`config.mk`:
```
export PLATFORM = sky130hd
export DESIGN_NAME = gbs_div
export DESIGN_NICKNAME = d
export VERILOG_FILES = /design/src/rtl/gbs_pkg.sv /design/src/rtl/gbs_div.sv
export SDC_FILE = /design/constraint.sdc
export NUM_CORES = 1
export LEC_CHECK = 0
export BUFFER_PORTS_ARGS = -buffer_cell sky130_fd_sc_hd__clkbuf_2
export CAP_MARGIN = 0
export CELL_PAD_IN_SITES_DETAIL_PLACEMENT = 0
export CELL_PAD_IN_SITES_GLOBAL_PLACEMENT = 2
export CORE_MARGIN = 4
export CORE_UTILIZATION = 30
export CTS_CLUSTER_SIZE = 25
export DETAILED_ROUTE_END_ITERATION = 8
export HOLD_SLACK_MARGIN = 0.1
export PLACE_DENSITY_LB_ADDON = 0.08
export SLEW_MARGIN = 40
export SYNTH_ARGS = -nofsm -noshare
export SYNTH_HDL_FRONTEND = slang
export SYNTH_SLANG_ARGS = --single-unit
```
`constraint.sdc`:
```
create_clock -name clk -period 5.6 [get_ports clk]
set_clock_uncertainty 0.15 [all_clocks]
set_input_delay 0 -clock clk [delete_from_list [all_inputs] [get_ports clk]]
set_output_delay 0 -clock clk [all_outputs]
set_load 0.05 [all_outputs]
```
`src/rtl/gbs_pkg.sv`:
```
// gbs_pkg: shared types and constants for the grid bilinear sampler.
// Used by the cfg channel interface, the shared divider and the top level.
package gbs_pkg;

    localparam int ONE_Q16    = 65536;
    localparam int DIV_NW     = 64;   // dividend bits, one per divider step
    localparam int DIV_DW     = 40;   // divisor / remainder bits
    localparam int CFG_IDX_W  = 3;
    localparam int CFG_DATA_W = 32;

    // register indexes
    localparam logic [CFG_IDX_W-1:0] CFG_GRID_COLS  = 3'd0;
    localparam logic [CFG_IDX_W-1:0] CFG_GRID_ROWS  = 3'd1;
    localparam logic [CFG_IDX_W-1:0] CFG_LON_ORIGIN = 3'd2;
    localparam logic [CFG_IDX_W-1:0] CFG_LAT_ORIGIN = 3'd3;
    localparam logic [CFG_IDX_W-1:0] CFG_LON_STEP   = 3'd4;
    localparam logic [CFG_IDX_W-1:0] CFG_LAT_STEP   = 3'd5;
    localparam logic [CFG_IDX_W-1:0] CFG_LON_WRAP   = 3'd6;

    // item commands
    localparam logic CMD_WRITE = 1'b0;
    localparam logic CMD_QUERY = 1'b1;

    typedef struct packed {
        logic              start;
        logic [DIV_NW-1:0] num;
        logic [DIV_DW-1:0] den;
    } div_req_t;

    typedef struct packed {
        logic              done;
        logic [DIV_NW-1:0] quo;
        logic [DIV_DW-1:0] rem;
    } div_rsp_t;

endpackage

```
`src/rtl/gbs_div.sv`:
```
// gbs_div: shared restoring divider, one quotient bit per cycle.
// Depends on gbs_pkg (div_req_t, div_rsp_t, DIV_NW, DIV_DW).
module gbs_div (
    input  logic              clk,
    input  logic              rst_n,
    input  gbs_pkg::div_req_t req,
    output gbs_pkg::div_rsp_t rsp
);
    import gbs_pkg::*;

    localparam int CW = $clog2(DIV_NW);

    logic              busy_reg, busy_next;
    logic              done_reg, done_next;
    logic [CW-1:0]     cnt_reg, cnt_next;
    logic [DIV_NW-1:0] num_reg, num_next;
    logic [DIV_NW-1:0] quo_reg, quo_next;
    logic [DIV_DW-1:0] rem_reg, rem_next;
    logic [DIV_DW-1:0] den_reg, den_next;
    logic [DIV_DW:0]   trial;
    logic [DIV_DW:0]   diff;

    always_comb
    begin
        busy_next = busy_reg;
        done_next = 1'b0;
        cnt_next  = cnt_reg;
        num_next  = num_reg;
        quo_next  = quo_reg;
        rem_next  = rem_reg;
        den_next  = den_reg;
        trial     = {rem_reg, num_reg[DIV_NW-1]};
        diff      = trial - {1'b0, den_reg};
        if (req.start)
        begin
            busy_next = 1'b1;
            cnt_next  = '0;
            num_next  = req.num;
            den_next  = req.den;
            quo_next  = '0;
            rem_next  = '0;
        end
        else if (busy_reg)
        begin
            num_next = {num_reg[DIV_NW-2:0], 1'b0};
            if (!diff[DIV_DW])
            begin
                rem_next = diff[DIV_DW-1:0];
                quo_next = {quo_reg[DIV_NW-2:0], 1'b1};
            end
            else
            begin
                rem_next = trial[DIV_DW-1:0];
                quo_next = {quo_reg[DIV_NW-2:0], 1'b0};
            end
            cnt_next = cnt_reg + 1'b1;
            if (cnt_reg == CW'(DIV_NW - 1))
            begin
                busy_next = 1'b0;
                done_next = 1'b1;
            end
        end
    end

    always_ff @(posedge clk or negedge rst_n)
    begin
        if (!rst_n)
        begin
            busy_reg <= 1'b0;
            done_reg <= 1'b0;
            cnt_reg  <= '0;
        end
        else
        begin
            busy_reg <= busy_next;
            done_reg <= done_next;
            cnt_reg  <= cnt_next;
        end
    end

    always_ff @(posedge clk)
    begin
        num_reg <= num_next;
        quo_reg <= quo_next;
        rem_reg <= rem_next;
        den_reg <= den_next;
    end

    assign rsp.done = done_reg;
    assign rsp.quo  = quo_reg;
    assign rsp.rem  = rem_reg;

    a_done_after_busy: assert property (@(posedge clk) disable iff (!rst_n)
        done_reg |-> $past(busy_reg))
        else $error("divider finished without running");
    a_no_start_busy: assert property (@(posedge clk) disable iff (!rst_n)
        busy_reg && !req.start |=> busy_reg || done_reg)
        else $error("divider stopped without done");
    a_rem_below_den: assert property (@(posedge clk) disable iff (!rst_n)
        done_reg |-> rem_reg < den_reg)
        else $error("remainder not below divisor");
endmodule

```
==> results.sh, run 1 <==
export IMPL_status="finished clean"
export IMPL_wl_mm=30.6
export IMPL_grt_pass1_vias=8895
export IMPL_critical_path_class="reg2reg"
export IMPL_syn_to_final_growth_pct=35.2
export IMPL_dieArea_mm2=0.0390
export IMPL_synth_edff_count=104
export IMPL_row_count=69
export IMPL_yosys_warnings=0
export IMPL_max_slew_margin=0.429
export IMPL_finalNetCount=1488
export IMPL_powerDensity_mw_per_mm2=410
export IMPL_ir_worst_vdd_v=0.000259
export IMPL_syn_area_mm2=0.0108
export IMPL_cts_buffer_depth=3
export IMPL_post_route_min_period_ns=4.05
export IMPL_setup_violations_final=0
export IMPL_antenna_found_initial=4
export IMPL_grt_pass1_wl_mm=49.4
export IMPL_cts_sinks=216
export IMPL_grt_max_degree=160
export IMPL_die_h_um=198
export IMPL_period_share=0.722
export IMPL_endpoint_kind="register"
export IMPL_cp_required_ns=5.91
export IMPL_cp_slowest_cell="xor2_4"
export IMPL_synthFlopType="edfxtp_1"
export IMPL_ys_seq_elements=216
export IMPL_post_synth_num_cell_types=70
export IMPL_cpMostUsedCell="inv_1"
export IMPL_p_leak_nw=6.58
export IMPL_fp_dieW_um=198
export IMPL_tns_ns=0
export IMPL_cts_clk_slew_worst_paths_ns=0.06
export IMPL_dr_pass1_iters=5
export IMPL_max_clock_freq_ghz=0.247
export IMPL_worstPathCellList="inv_1 -> ha_1 -> inv_1 -> fa_1 -> a21o_1 -> a221oi_2 -> o21ai_2 -> a21oi_4 -> o211ai_4 -> a41oi_4 -> xor2_4 -> buf_4 -> nand2_1 -> a311oi_2"
export IMPL_grt_use_total=0.154
export IMPL_tritoncts="built"
export IMPL_clk_latency_ns=0.56
export IMPL_final_hold_viol_count=0
export IMPL_drive_above_1_share=0.255
export IMPL_syn_nets=1147
export IMPL_seq_area_mm2=0.00541
export IMPL_htree_levels=1
export IMPL_viasPerCell=4.70
export IMPL_cts_buffers_inserted=26
export IMPL_syn_area_per_cell_um2=10.8
export IMPL_port_buffers=211
export IMPL_async_flop_share=0.0370
export IMPL_worstMarginPinSlew_ns=0.843
export IMPL_core_area_mm2=0.0355
export IMPL_initial_core_util=0.304
export IMPL_crit_fanout=17
export IMPL_synth_seq_area_share=0.501
export IMPL_io_pins=212
export IMPL_fin_ws_ns=1.55
export IMPL_gp_congestion=0.753
export IMPL_ant_nets=0
export IMPL_hold_class="in2reg"
export IMPL_cts_root_buf="clkbuf_16"
export IMPL_critical_path_max_stage_delay_ns=0.54
export IMPL_drv_slew=0
export IMPL_drt_iter0_drc=418
export IMPL_fill_cells=3546
export IMPL_netlist_instances=998
export IMPL_crit_arrival_ns=4.36
export IMPL_rsz0062_at_grt="no"
export IMPL_vias=8558
export IMPL_pre_cts_slack_ns=1.50
export IMPL_cts_resized=0
export IMPL_hpwl_mm=21.0
export IMPL_drv_cap=0
export IMPL_cp_start_kind="register"
export IMPL_drc=0
export IMPL_wl_per_cell_um=16.8
export IMPL_overflow=0
export IMPL_multi_input_area_mm2=0.00494
==> Yosys cell counts (17+ instances only) <==
| cell | n | share of area |
|---|---|---|
| a21oi_1 | 46 | 0.021 |
| ha_1 | 41 | 0.048 |
| nand2_1 | 86 | 0.030 |
| mux2_2 | 63 | 0.066 |
| o21ai_0 | 31 | 0.014 |
| mux2i_1 | 73 | 0.068 |
| clkbuf_1 | 28 | 0.0098 |
| dfxtp_1 | 104 | 0.19 |
| xor2_1 | 19 | 0.015 |
| inv_1 | 54 | 0.019 |
| nor2_1 | 117 | 0.041 |
| edfxtp_1 | 104 | 0.29 |
| buf_1 | 17 | 0.0059 |
| xnor2_1 | 19 | 0.015 |
==> layout by cell type (no fill, tap or decap), types with 4 or more instances in the layout <==
| cell | n |
|---|---|
| nor2_1 | 117 |
| xor2_1 | 19 |
| and3_1 | 5 |
| clkbuf_16 | 26 |
| mux2_2 | 63 |
| a21o_1 | 14 |
| a31oi_1 | 4 |
| o21a_1 | 5 |
| dfrtp_1 | 7 |
| o211ai_1 | 5 |
| dlygate4sd3_1 | 147 |
| ha_1 | 41 |
| buf_4 | 8 |
| nand4b_1 | 6 |
| xnor2_1 | 19 |
| nand2_1 | 86 |
| nand3_1 | 16 |
| a311oi_1 | 5 |
| a311oi_2 | 16 |
| mux2i_1 | 73 |
| edfxtp_1 | 104 |
| inv_1 | 53 |
| nand4_1 | 9 |
| o31ai_1 | 6 |
| nor3_1 | 9 |
| clkinv_1 | 4 |
| or3_1 | 6 |
| clkbuf_2 | 210 |
| clkbuf_1 | 13 |
| a21oi_1 | 46 |
| o21ai_0 | 31 |
| and2_1 | 4 |
| nor2b_1 | 6 |
| dfxtp_1 | 104 |
==> area by class of cell <==
type,count,area share
sequential,216,0.371
multi-input combinational,672,0.339
timing repair buffer,369,0.182
clock buffer,41,0.0499
tap,461,0.0396
inverter,54,0.0141
clock inverter,7,0.00378
antenna,2,0.000343
==> worst max-delay path, delay by kind of cell (launching register included) <==
| family | cells | cell delay (ns) |
|---|---|---|
| adder cells (fa/ha/maj) | 2 | 0.56 |
| XOR/XNOR | 1 | 0.54 |
| buffers and inverters | 3 | 0.44 |
| flip-flops | 1 | 0.36 |
| AO/OA/AOI/OAI | 7 | 1.81 |
| AND/OR/NAND/NOR | 1 | 0.09 |
==> metrics by stage <==
step	hold WS [ns]	total power [W]	area [µm²]	std cells	utilization
floorplan	-0.446	0.00374	10800	998	-
global placement	-0.283	0.00440	12300	1623	0.346
detailed placement	-0.281	0.00439	12300	1624	0.346
CTS	0.100	0.00608	14500	1819	0.410
global route	0.125	0.00639	14600	1822	0.411
finish	0.134	0.00597	14600	1822	0.411
==> logic make-up (layout without fill, tap and decap cells) <==
group                      after synthesis  after routing  synth area share
DFF                                    216            216             0.501
adders and majority gates               42             42            0.0494
xor gates and xnor gates                40             40            0.0349
other                                    0              2                 0
buffers and inverters                  110            471            0.0412
and+or+nand+nor                        275            275             0.112
AOI/OAI and AO/OA                      179            179             0.128
muxes                                  136            136             0.134
==> report_power, final <==
part	internal, W	total [W]	switching [W]	leakage, nW
clock	0.000891	0.00156	0.000669	0.376
sequential	0.00186	0.00204	0.000175	2.01
combinational	0.000862	0.00238	0.00151	4.19
total	0.00361	0.00597	0.00236	6.58
==> layer usage <==
layer  vias up  share of wire  GRT usage
met5         -        0.00046          0
met4         4          0.021     0.0342
met1      4067           0.46      0.207
met3        41          0.060     0.0452
li1       4281              -          -
met2       165           0.46      0.249
==> final timing paths <==
kind / startpoint / end / slack, ns / cells after the start
setup / recovery: num_reg[63]$_DFFE_PP_ / rem_reg[12]$_SDFFE_PP0P_ / 1.55 / 14
hold / removal: req[55] / num_reg[15]$_DFFE_PP_ / 0.13 / 3
setup reg to reg: num_reg[63]$_DFFE_PP_ / rem_reg[12]$_SDFFE_PP0P_ / 1.55 / 14
hold reg to reg: rem_reg[23]$_SDFFE_PP0P_ / rem_reg[23]$_SDFFE_PP0P_ / 0.35 / 2
max in group asynchronous: rst_n / busy_reg$_DFF_PN0_ / 4.68 / 3
min in group asynchronous: rst_n / cnt_reg[5]$_DFFE_PN0P_ / 0.31 / 3
==> timing repair <==
action / 4_1_cts / 5_1_grt
hold buffers: 147 / 0
hold endpoints to repair: 157 / 0
setup buffers: 0 / 0
Power figures use the tool's default switching activity.
==> run 2: changes to the inputs <==
Settings changed: ABC_AREA set to 1.
Clock period 5.6 ns to 4.2 ns, I/O delays scaled along.
==> results.sh, run 2 <==
export IMPL_status="finished clean"
export IMPL_port_buffers=211
export IMPL_synth_edff_count=104
export IMPL_drv_cap=0
export IMPL_fp_dieW_um=203
export IMPL_synth_top_area_frac=0.273
export IMPL_setup_violations_final=0
export IMPL_critical_path_class="reg2reg"
export IMPL_final_cell_mix="607 x nand2_1, 228 x inv_1, 212 x clkbuf_2"
export IMPL_initial_core_util=0.304
export IMPL_critPathTopFamily="simple AND/OR/NAND/NOR gates"
export IMPL_hold_buffers=198
export IMPL_crit_fanout=36
export IMPL_n_antenna_cell=0
export IMPL_critical_path_max_stage_delay_ns=0.41
export IMPL_dp_cells=2177
export IMPL_tns_ns=0
export IMPL_synth_adder_area_share=0.0467
export IMPL_syn_area_mm2=0.0114
export IMPL_synth_compound_area_frac=0.0693
export IMPL_stdcell_area_mm2=0.0158
export IMPL_ys_seq_elements=216
export IMPL_cts_clk_slew_worst_paths_ns=0.06
export IMPL_synth_largest_area_cell="edfxtp_1"
export IMPL_met2_length_mm=16.8
export IMPL_worstPathCellList="inv_1 -> ha_1 -> inv_1 -> fa_1 -> nand2_1 -> nand2_1 -> nand3_2 -> nand2_4 -> nand2_1 -> nand3_2 -> nand2_4 -> nand3_2 -> nand2_8 -> nand2_1 -> nand2_1 -> nand2_1 -> nand2_1"
export IMPL_crit_arrival_ns=3.15
export IMPL_cts_sinks=216
export IMPL_synth_top_family_by_area="simple AND/OR/NAND/NOR gates"
export IMPL_drive_above_1_share=0.172
export IMPL_cp_start_kind="register"
export IMPL_pre_cts_slack_ns=1.34
export IMPL_tritoncts="built"
export IMPL_synth_xor_area_frac=0.0176
export IMPL_post_route_min_period_ns=2.79
export IMPL_wl_per_cell_um=14.7
export IMPL_vias=10302
export IMPL_cts_buffers_inserted=26
export IMPL_yosys_warnings=0
export IMPL_wl_met1_mm=16.1
export IMPL_grt_max_degree=84
export IMPL_post_cts_setup_buffers=0
export IMPL_htree_levels=1
export IMPL_cp_slowest_cell="fa_1"
export IMPL_drt_iter0_drc=436
export IMPL_cp_required_ns=4.56
export IMPL_final_hold_viol_count=0
export IMPL_die_h_um=203
export IMPL_yosys_top_cells_area="edfxtp_1 27%, nand2_1 20%, dfxtp_1 18%"
export IMPL_finalNetCount=2041
export IMPL_io_pins=212
export IMPL_synthTopCellsByCount="607 x nand2_1, 229 x inv_1, 104 x dfxtp_1, 104 x edfxtp_1, 77 x nor2_1"
export IMPL_drc=0
export IMPL_syn_nets=1641
export IMPL_cts_buffer_depth=3
export IMPL_met3_length_mm=1.76
export IMPL_worstMarginPinSlew_ns=0.739
export IMPL_syn_to_final_growth_pct=38.7
export IMPL_synth_seq_area_share=0.473
export IMPL_netlist_instances=1492
export IMPL_gp_congestion=0.822
export IMPL_placed_cell_area_mm2=0.0129
export IMPL_period_share=0.664
export IMPL_core_area_mm2=0.0376
export IMPL_post_synth_top_count_cell="nand2_1"
export IMPL_grt_pass1_wl_mm=56.7
export IMPL_dieArea_mm2=0.0413
export IMPL_clk_latency_ns=0.57
export IMPL_grt_pass1_vias=10571
export IMPL_cts_resized=0
export IMPL_drv_slew=0
export IMPL_antenna_found_initial=0
export IMPL_cpMostUsedCell="nand2_1"
export IMPL_layout_commonest_cell="nand2_1"
export IMPL_synthMuxAreaShare=0
export IMPL_endpoint_kind="register"
export IMPL_hpwl_mm=25.6
export IMPL_yosys_area_share_simple=0.293
export IMPL_cts_root_buf="clkbuf_16"
export IMPL_ir_worst_vdd_v=0.000260
export IMPL_p_leak_nw=7.86
export IMPL_async_flop_share=0.0370
export IMPL_top_layer="met4"
export IMPL_fin_cells=2423
export IMPL_powerDensity_mw_per_mm2=335
export IMPL_cp_num_buf_inv=2
export IMPL_post_synth_num_cell_types=47
export IMPL_syn_area_per_cell_um2=7.65
export IMPL_fin_ws_ns=1.41
export IMPL_row_count=71
export IMPL_finish_utilization=0.422
export IMPL_hold_class="in2reg"
export IMPL_viasPerCell=4.25
export IMPL_grt_use_total=0.170
export IMPL_dr_pass1_iters=6
export IMPL_reg2reg_slack_ns=1.41
export IMPL_synthFlopType="edfxtp_1"
export IMPL_wl_mm=35.5
export IMPL_max_clock_freq_ghz=0.359
export IMPL_ant_nets=0
export IMPL_max_slew_margin=0.507
export IMPL_overflow=0
export IMPL_rsz0062_at_grt="no"
-- run 2: cell types whose count changed after synthesis, sizes merged, moves of 19 or more --
cell    previous run  this run
nor2             117        82
nand3             16        48
mux2i             73         0
xnor2             20         1
mux2              63         0
a311oi            21         0
o22ai              0        62
nand2             86       651
inv               54       233
-- run 2: power by group --
group	switching (W)	total, W	internal [W]
clock	0.000954	0.00243	0.00148
combinational	0.000279	0.000537	0.000258
sequential	0.0000301	0.00234	0.00231
total	0.00126	0.00531	0.00405
-- run 2: stage by stage --
stage	total power [W]	hold slack, ns
6_report	0.00531	0.130
2_1_floorplan	0.00263	-0.446
4_1_cts	0.00541	0.101
3_5_place_dp	0.00279	-0.283
5_1_grt	0.00556	0.127
3_3_place_gp	0.00278	-0.281
-- run 2: area by class of cell --
cell class	instances	area, µm²
fillers	3967	21700
flip-flops and latches	216	5410
multi-input cells	1000	4890
repair buffers	414	3090
inverters	234	886
clock buffers	37	776
well taps	511	639
clock inverters	11	164
-- run 2: cell families after synthesis --
kind of cell,Yosys count
compound gates,133
fa+ha+maj,42
xor+xnor,23
buf+inv,276
simple gates,802
flops,216
-- run 2: routing by layer --
| layer | vias up | global-route usage |
|---|---|---|
| met5 | - | 0 |
| met4 | 0 | 0.0422 |
| met3 | 43 | 0.0363 |
| met2 | 159 | 0.293 |
| met1 | 4637 | 0.218 |
| li1 | 5463 | - |
-- run 2: worst paths after layout --
kind / startpoint / endpoint / cells after the start
max: num_reg[63]$_DFFE_PP_ / rem_reg[34]$_SDFFE_PP0P_ / 17
min: req[51] / num_reg[11]$_DFFE_PP_ / 4
max reg2reg: num_reg[63]$_DFFE_PP_ / rem_reg[34]$_SDFFE_PP0P_ / 17
min reg2reg: quo_reg[63]$_SDFFE_PP0P_ / quo_reg[63]$_SDFFE_PP0P_ / 2
max in group asynchronous: rst_n / cnt_reg[2]$_DFFE_PN0P_ / 3
min in group asynchronous: rst_n / cnt_reg[4]$_DFFE_PN0P_ / 3
-- run 2: worst reg2reg max path: cells and delay by family, from the launching register on --
kind	cells	cell delay (ns)
adder cells (fa/ha/maj)	2	0.54
AND/OR/NAND/NOR	13	1.53
flip-flops	1	0.38
buffers and inverters	2	0.14
==> run 3: changes to the inputs <==
Settings changed: ABC_AREA 1 to 0.
Clock period 4.2 ns to 2.6 ns, I/O delays scaled along.
==> results.sh, run 3 (same netlist as run 1, synthesis figures left out) <==
export IMPL_clk_latency_ns=0.54
export IMPL_critical_path_max_stage_delay_ns=0.37
export IMPL_powerDensity_mw_per_mm2=924
export IMPL_dr_pass1_iters=4
export IMPL_p_leak_nw=7.70
export IMPL_cts_sinks=216
export IMPL_crit_fanout=5
export IMPL_drc=0
export IMPL_n_antenna_cell=0
export IMPL_crit_arrival_ns=3.44
export IMPL_grt_max_degree=66
export IMPL_rsz0062_at_grt="yes"
export IMPL_post_route_min_period_ns=3.14
export IMPL_grt_use_total=0.159
export IMPL_tritoncts="built"
export IMPL_status="finished, violations left"
export IMPL_pre_cts_slack_ns=-0.645
export IMPL_cpMostUsedCell="inv_2"
export IMPL_hold_class="in2reg"
export IMPL_period_share=1.21
export IMPL_cts_buffers_inserted=26
export IMPL_dieArea_mm2=0.0390
export IMPL_wl_mm=31.9
export IMPL_hold_depth=3
export IMPL_hold_path_startpoint="req[62]"
export IMPL_max_slew_margin=0.578
export IMPL_setup_violations_final=41
export IMPL_cp_start_kind="register"
export IMPL_io_pins=212
export IMPL_fin_ws_ns=-0.542
export IMPL_cts_clk_slew_worst_paths_ns=0.06
export IMPL_overflow=0
export IMPL_finalNetCount=1687
export IMPL_violations="negative setup slack"
export IMPL_worstPathCellList="inv_2 -> ha_4 -> inv_2 -> fa_2 -> a21o_1 -> a221oi_4 -> o21ai_2 -> a21oi_4 -> o211ai_4 -> a41oi_4 -> buf_12 -> xor2_4 -> buf_6 -> buf_16 -> nand2_1 -> a311oi_2"
export IMPL_final_hold_viol_count=0
export IMPL_row_count=69
export IMPL_antenna_found_initial=0
export IMPL_ir_worst_vdd_v=0.000724
export IMPL_fill_cells=3461
export IMPL_htree_levels=1
export IMPL_hold_path_end="num_reg[22]$_DFFE_PP_"
export IMPL_vias=9175
export IMPL_cp_slowest_cell="edfxtp_1"
export IMPL_final_cell_mix="210 x clkbuf_2, 190 x buf_4, 150 x dlygate4sd3_1"
export IMPL_die_h_um=198
export IMPL_cts_buffer_depth=3
export IMPL_port_buffers=211
export IMPL_reg2reg_slack_ns=-0.54
export IMPL_drv_slew=0
export IMPL_gp_congestion=0.769
export IMPL_drv_cap=0
export IMPL_seq_area_mm2=0.00542
export IMPL_multi_input_area_mm2=0.00514
export IMPL_drive_above_1_share=0.378
export IMPL_r2r_worst_path_cells=16
export IMPL_syn_to_final_growth_pct=52.6
export IMPL_worstMarginPinSlew_ns=0.633
export IMPL_grt_pass1_vias=9742
export IMPL_viasPerCell=4.55
export IMPL_r2r_start="num_reg[63]$_DFFE_PP_"
export IMPL_grt_pass1_wl_mm=50.8
export IMPL_cp_required_ns=2.90
export IMPL_tns_ns=-19.19
export IMPL_reg2reg_to="rem_reg[17]$_SDFFE_PP0P_"
export IMPL_max_clock_freq_ghz=0.318
export IMPL_layout_commonest_cell="clkbuf_2"
export IMPL_endpoint_kind="register"
export IMPL_critical_path_class="reg2reg"
export IMPL_wl_per_cell_um=15.8
export IMPL_core_area_mm2=0.0355
export IMPL_fp_dieW_um=198
export IMPL_drt_iter0_drc=385
export IMPL_cts_root_buf="clkbuf_16"
export IMPL_ant_nets=0
export IMPL_hpwl_mm=22.5
export IMPL_finish_utilization=0.463
export IMPL_initial_core_util=0.304
==> run 3: worst max-delay path by stage <==
stage	start	to	slack (ns)
after floorplan	num_reg[63]$_DFFE_PP_	rem_reg[19]$_SDFFE_PP0P_	-0.61
after global placement	num_reg[63]$_DFFE_PP_	rem_reg[26]$_SDFFE_PP0P_	-0.60
after detailed placement	num_reg[63]$_DFFE_PP_	rem_reg[1]$_SDFFE_PP0P_	-0.65
after CTS	num_reg[63]$_DFFE_PP_	rem_reg[1]$_SDFFE_PP0P_	-0.60
after global routing	num_reg[63]$_DFFE_PP_	rem_reg[12]$_SDFFE_PP0P_	-0.77
final	num_reg[63]$_DFFE_PP_	rem_reg[17]$_SDFFE_PP0P_	-0.54
==> run 3: what timing repair did <==
item,CTS,global route
resized for setup,40,23
hold buffers,150,0
setup endpoints to repair,41,41
pin swaps,10,5
hold endpoints to repair,131,0
gates cloned,1,2
buffers inserted,11,1
==> run 3: layer usage <==
| metal | vias up | GRT usage | part of all wire | wire length [µm] |
|---|---|---|---|---|
| met5 | - | 0 | 0 | 0 |
| met4 | 0 | 0.0370 | 0.023 | 729 |
| met3 | 41 | 0.0334 | 0.048 | 1540 |
| met2 | 152 | 0.269 | 0.47 | 15000 |
| met1 | 4311 | 0.209 | 0.46 | 14600 |
| li1 | 4671 | - | - | - |
==> run 3: layout make-up <==
class,count,area share
sequential,216,0.329
multi-input combinational,672,0.313
timing repair buffer,568,0.259
clock buffer,40,0.0477
tap,461,0.0351
inverter,54,0.0126
clock inverter,6,0.00335
==> run 3: report_power, final <==
part	leakage [nW]	total, W	internal [W]	switching (W)
registers	2.02	0.00425	0.00401	0.000234
clock network	0.416	0.00360	0.00216	0.00144
logic	5.26	0.00736	0.00342	0.00394
total	7.70	0.0152	0.00959	0.00562
==> run 3: worst max-delay path: cells and delay by family (launching register included) <==
| kind | cells | cell delay (ns) |
|---|---|---|
| DFF | 1 | 0.37 |
| buffers and inverters | 5 | 0.56 |
| AOI/OAI and AO/OA | 7 | 1.24 |
| and+or+nand+nor | 1 | 0.06 |
| xor gates and xnor gates | 1 | 0.19 |
| adders and majority gates | 2 | 0.47 |
==> run 3: stage by stage <==
| stage | total power [W] | hold WS, ns | cells | area, µm² |
|---|---|---|---|---|
| floorplan | 0.00813 | -0.446 | 998 | 10800 |
| global placement | 0.0109 | -0.284 | 1808 | 13800 |
| detailed placement | 0.0109 | -0.286 | 1808 | 13800 |
| CTS | 0.0152 | 0.119 | 2015 | 16300 |
| global route | 0.0162 | 0.137 | 2017 | 16400 |
| finish | 0.0152 | 0.153 | 2017 | 16400 |
